==> src/hdl/crg_pkg.sv <==
// ---------------------------------------------------------------------------
// crg_pkg
// Shared types and constants for the camera ray generator pipeline.
// ---------------------------------------------------------------------------
package crg_pkg;

  localparam int PIXEL_INDEX_BITS = 12;
  localparam int PIX_FIELD_BITS   = 12;
  localparam logic [PIX_FIELD_BITS-1:0] IDX_MASK =
    PIX_FIELD_BITS'((64'd1 << PIXEL_INDEX_BITS) - 64'd1);

  localparam int SQRT_STAGES = 31;
  localparam int QUOT_BITS   = 15;

  typedef enum logic [3:0] {
    REG_INV_ROW_X   = 4'd0,
    REG_INV_ROW_Y   = 4'd1,
    REG_INV_ROW_Z   = 4'd2,
    REG_TRANS_XY    = 4'd3,
    REG_TRANS_Z     = 4'd4,
    REG_PIXEL_PITCH = 4'd5,
    REG_HALF_W      = 4'd6,
    REG_HALF_H      = 4'd7
  } cfg_reg_t;

  typedef struct packed {
    logic [2:0][59:0] row;
    logic [63:0]      trans_xy;
    logic [31:0]      trans_z;
    logic [31:0]      pitch;
    logic [31:0]      half_w;
    logic [31:0]      half_h;
  } cfg_t;

  typedef struct packed {
    logic [PIX_FIELD_BITS-1:0] pixel_column;
    logic [PIX_FIELD_BITS-1:0] pixel_row;
  } in_req_t;

  typedef struct packed {
    logic signed [31:0] origin_x;
    logic signed [31:0] origin_y;
    logic signed [31:0] origin_z;
    logic signed [15:0] direction_x;
    logic signed [15:0] direction_y;
    logic signed [15:0] direction_z;
    logic               degenerate;
  } out_req_t;

  // magnitudes after normalizing shift, with their signs
  typedef struct packed {
    logic [2:0][29:0] mag;
    logic [2:0]       neg;
    logic             deg;
  } vec_pass_t;

endpackage

==> src/hdl/crg_view.sv <==
// ---------------------------------------------------------------------------
// crg_view
// View plane point: half extent minus (2*index+1)*pitch, rounded to Q16.16.
// ---------------------------------------------------------------------------
module crg_view import crg_pkg::*; (
  input  logic               clk,
  input  logic               rst,
  input  logic               adv,
  input  logic               valid_in,
  input  in_req_t            req,
  input  cfg_t               cfg,
  output logic               valid_out,
  output logic signed [31:0] wx,
  output logic signed [31:0] wy
);

  logic [PIX_FIELD_BITS-1:0] col_m, row_m;
  logic [PIX_FIELD_BITS:0]   odd_x, odd_y;
  logic [44:0]               prod_x, prod_y;
  logic                      v1;
  logic signed [45:0]        vx, vy, rx, ry;

  assign col_m = req.pixel_column & IDX_MASK;
  assign row_m = req.pixel_row & IDX_MASK;
  assign odd_x = {col_m, 1'b1};
  assign odd_y = {row_m, 1'b1};

  // exact in Q.31; arithmetic shift gives floor, so +2^14 rounds half up
  assign vx = $signed({7'b0, cfg.half_w, 7'b0}) - $signed({1'b0, prod_x});
  assign vy = $signed({7'b0, cfg.half_h, 7'b0}) - $signed({1'b0, prod_y});
  assign rx = (vx + 46'sd16384) >>> 15;
  assign ry = (vy + 46'sd16384) >>> 15;

  always_ff @(posedge clk) begin
    if (rst) begin
      v1        <= 1'b0;
      valid_out <= 1'b0;
    end else if (adv) begin
      v1        <= valid_in;
      valid_out <= v1;
    end
    if (adv) begin
      prod_x <= 45'(odd_x) * 45'(cfg.pitch);
      prod_y <= 45'(odd_y) * 45'(cfg.pitch);
      wx     <= 32'(rx);
      wy     <= 32'(ry);
    end
  end

endmodule

==> config.mk <==
export PLATFORM = sky130hd
export DESIGN_NAME = crg_view
export DESIGN_NICKNAME = d
export VERILOG_FILES = /design/src/hdl/crg_pkg.sv /design/src/hdl/crg_view.sv
export SDC_FILE = /design/constraint.sdc
export NUM_CORES = 2
export LEC_CHECK = 0
export CAP_MARGIN = 20
export CORE_ASPECT_RATIO = 0.9
export CORE_MARGIN = 2
export CORE_UTILIZATION = 45
export DETAILED_ROUTE_END_ITERATION = 16
export DONT_BUFFER_PORTS = 1
export GPL_TIMING_DRIVEN = 0
export PLACE_DENSITY_LB_ADDON = 0.08
export RECOVER_POWER = 100
export SLEW_MARGIN = 20
export SYNTH_ARGS = -nofsm -noshare
export SYNTH_HDL_FRONTEND = slang
export SYNTH_SLANG_ARGS = --single-unit
==> constraint.sdc <==
create_clock -name clk -period 6.5 [get_ports clk]
set_clock_uncertainty 0.05 [all_clocks]
set_input_delay 0.975 -clock clk [delete_from_list [all_inputs] [get_ports clk]]
set_output_delay 0.975 -clock clk [all_outputs]
set_load 0.02 [all_outputs]
==> qor.yml <==
outcome:
  status: "finished clean"
global_route:
  antenna_found_initial: 8
  grt_max_degree: 154
  grt_remaining_overflow: 0
  grt.total_usage: 0.262
  grt_pass1_wl_um: 153000
  grt_pass1_vias: 25600
hold_path:
  worstHoldEndpoint: "v1"
  min_path_type: "reg -> reg"
  min-delay-start: "v1"
  holdPathStages: 2
clock_network:
  postCtsHoldBufs: 0
  clkTransAtPathRegs_ns: 0.08
  numClockSinks: 153
  cts-root-buf: "clkbuf_16"
  tritoncts: "yes"
  cts_made_buffers: 17
  clockBufferDepth: 2
  cts_max_level: 4
  insertion_delay_ns: 0.50
worst_setup_path:
  r2r_end: "wx[26]"
  arrival_ns: 6.57
  ff2ff_setup_slack_ns: 1.72
  crit_type: "in -> reg"
  crit_chain: "buf_2 -> and2_1 -> fa_1 -> inv_1 -> fa_1 -> inv_1 -> fa_1 -> fa_1 -> inv_1 -> fa_1 -> inv_1 -> ha_1 -> a21o_1 -> a21o_1 -> a311o_1 -> o21ai_2 -> a31oi_2 -> a21oi_2 -> o21ai_1 -> a41o_1 -> xor2_1"
  required_ns: 6.70
  reg2regPathDepth: 11
  cp-end-kind: "register"
  cp_slowest_stage_delay_ns: 0.55
  startpoint_type: "primary input"
  cp_max_fo: 10
  crit_buf_inv: 5
  critPathMostFrequentCell: "fa_1"
  timing.rr.start: "prod_x[16]"
  crit_slowest_cell: "fa_1"
  cpLargestDelayFamily: "adder cells"
drt:
  wirelength_um: 98400
  met1_length_um: 44400
  dr_wl_met3_um: 7080
  viasPerCell: 5.05
  drtIter0Drc: 1531
  vias: 24200
  avgRoutedWirePerCell_um: 20.5
  dr_wl_met2_um: 43500
  drt_first_pass_iters: 5
  ant_nets: 0
  drc: 0
  top_layer: "met5"
synth:
  synth-seq-cells: 153
  synthTopCellsByArea: "fa_1, edfxtp_1, ha_1, inv_1, and2_1"
  synth_fp_nets: 5090
  yosysTopAreaCellShare: 0.384
  syn_area_mm2: 0.0344
  synth_cells: 3722
  synth_area_leader_cell: "fa_1"
  synthArstFlopShare: 0
  syn_avg_cell_area_um2: 9.23
  synth_warnings: 0
  synth.distinct_cells: 62
  synth-main-ff-cell: "edfxtp_1"
  ys_seq_area_frac: 0.133
  synth-edff-count: 151
cells_and_area:
  syn_to_final_growth_pct: 6.80
  fin_area_mm2: 0.0367
  finalNetCount: 5115
  drive_gt1_frac: 0.0527
die:
  chipHeight_um: 266
  core_mm2: 0.0759
  die_area_mm2: 0.0786
  row_count: 96
  die_w_um: 295
  initial_utilization: 0.453
  boundaryPins: 465
sta:
  worstMarginPinSlew_ns: 1.13
  finalHoldViolations: 0
  slew_violations: 0
  setup_viol: 0
  rsz0062_at_grt: "yes"
  relSlewSlack: 0.237
  post-route-period-util: 0.979
  max_freq_ghz: 0.157
  period_needed_ns: 6.36
  fin_hold_ws_ns: 0.452
placed_design:
  place_area_mm2: 0.0357
  place.gp.congestion: 0.953
  hpwl_um: 83400
  port-buffer-count: 0
run:
  cap_violations: 0
## timing repair
item,4_1_cts,5_1_grt
setup buffers,2,6
gates resized for setup,65,192
setup endpoints to repair,28,27
pin swaps,3,24
## layout by cell type, fill, tap and decap left out, types with 13 or more instances in the layout
cell       instances
a21oi_1          118
nor3_1            19
nand3_1           22
a21o_1            70
clkbuf_2          78
edfxtp_1         151
buf_4             13
buf_2             17
and2_1           362
o21ai_1           15
clkbuf_1          43
nand2_1          470
o21bai_1          20
fa_1             659
o21a_1            17
nor2_1            49
inv_1            915
clkbuf_16         17
xnor2_1           83
xor2_1            49
nand4_1           15
ha_1             304
o21ai_0           44
## metal layers
layer / GRT usage / vias up
li1: - / 11300
met1: 0.367 / 12000
met2: 0.407 / 708
met3: 0.0565 / 137
met4: 0.0841 / 6
met5: 0 / -
## registers in the layout, indices dropped and copies added (netlist names)
| register | flops |
|---|---|
| v1 | 1 |
| wx | 31 |
| prod_x | 45 |
| valid_out | 1 |
| wy | 31 |
| prod_y | 44 |
## logic make-up (layout without fill, tap and decap cells)
kind of cell               Yosys count  after routing  synth area share
adders and majority gates          968            968             0.497
muxes                                2              2          0.000583
other                                0              2                 0
xor gates and xnor gates           133            133            0.0339
AOI/OAI and AO/OA                  378            378            0.0712
and+or+nand+nor                   1022           1022             0.148
DFF                                153            153             0.133
buffers and inverters             1066           1104             0.117
## stage by stage
| stage | setup TNS, ns | std cells | utilization | setup WS [ns] |
|---|---|---|---|---|
| 4_1_cts | -0.0344 | 4785 | 0.480 | -0.0344 |
| 2_1_floorplan | 0 | 3722 | - | 0.00364 |
| 3_3_place_gp | -30.44 | 4751 | 0.470 | -1.12 |
| 5_1_grt | -0.0369 | 4790 | 0.483 | -0.0369 |
| 3_5_place_dp | -29.20 | 4751 | 0.470 | -1.07 |
| 6_report | 0 | 4791 | 0.483 | 0.137 |
## Yosys cell counts (all sizes together) (6+ instances only)
library cell / n
inv: 917
fa: 660
nand2: 471
and2: 375
ha: 308
edfxtp: 151
clkbuf: 146
a21oi: 124
xnor2: 84
a21o: 70
o21ai: 63
nor2: 49
xor2: 49
nand3: 22
nor3: 20
o21bai: 20
o21a: 17
nand4: 15
a31oi: 13
and3: 12
a211oi: 11
nand2b: 11
nor2b: 10
or3: 10
o31ai: 9
a221oi: 8
o211ai: 8
a2111oi: 7
or2: 6
## how the worst max path moves through the flow
stage	startpoint	end	slack (ns)	cells past startpoint
detailed placement	cfg[70]	prod_x[42]	-1.07	21
floorplan	req[0]	prod_y[38]	0.004	21
CTS	cfg[83]	prod_x[44]	-0.03	22
global route	req[2]	prod_y[38]	-0.04	21
finish	cfg[74]	prod_x[36]	0.14	21
global placement	cfg[71]	prod_x[42]	-1.12	20
## worst reg2reg max path: stages (launching register included)
cell and delay, ns:
edfxtp_1 0.36, inv_1 0.06, ha_1 0.22, ha_1 0.35
nand4_1 0.45, o21ai_0 1.07, a21o_1 0.23, a211oi_1 0.11
o31ai_1 0.68, a211oi_1 0.32, or3_1 0.47, xor2_1 0.16
## area by class of cell
cell class                      count  area, um^2
Clock inverter                     14         160
Sequential cell                   153        4570
Fill cell                        7369       39200
Timing Repair Buffer                8        60.1
Clock buffer                       18         429
Inverter                          917        3440
Multi-Input combinational cell   2503       26000
Buffer                            147         728
Antenna cell                        2        5.00
Tap cell                         1029        1290
Power is not shown: default switching activity piles up to over one toggle a cycle in this logic, so the estimate is an artifact.
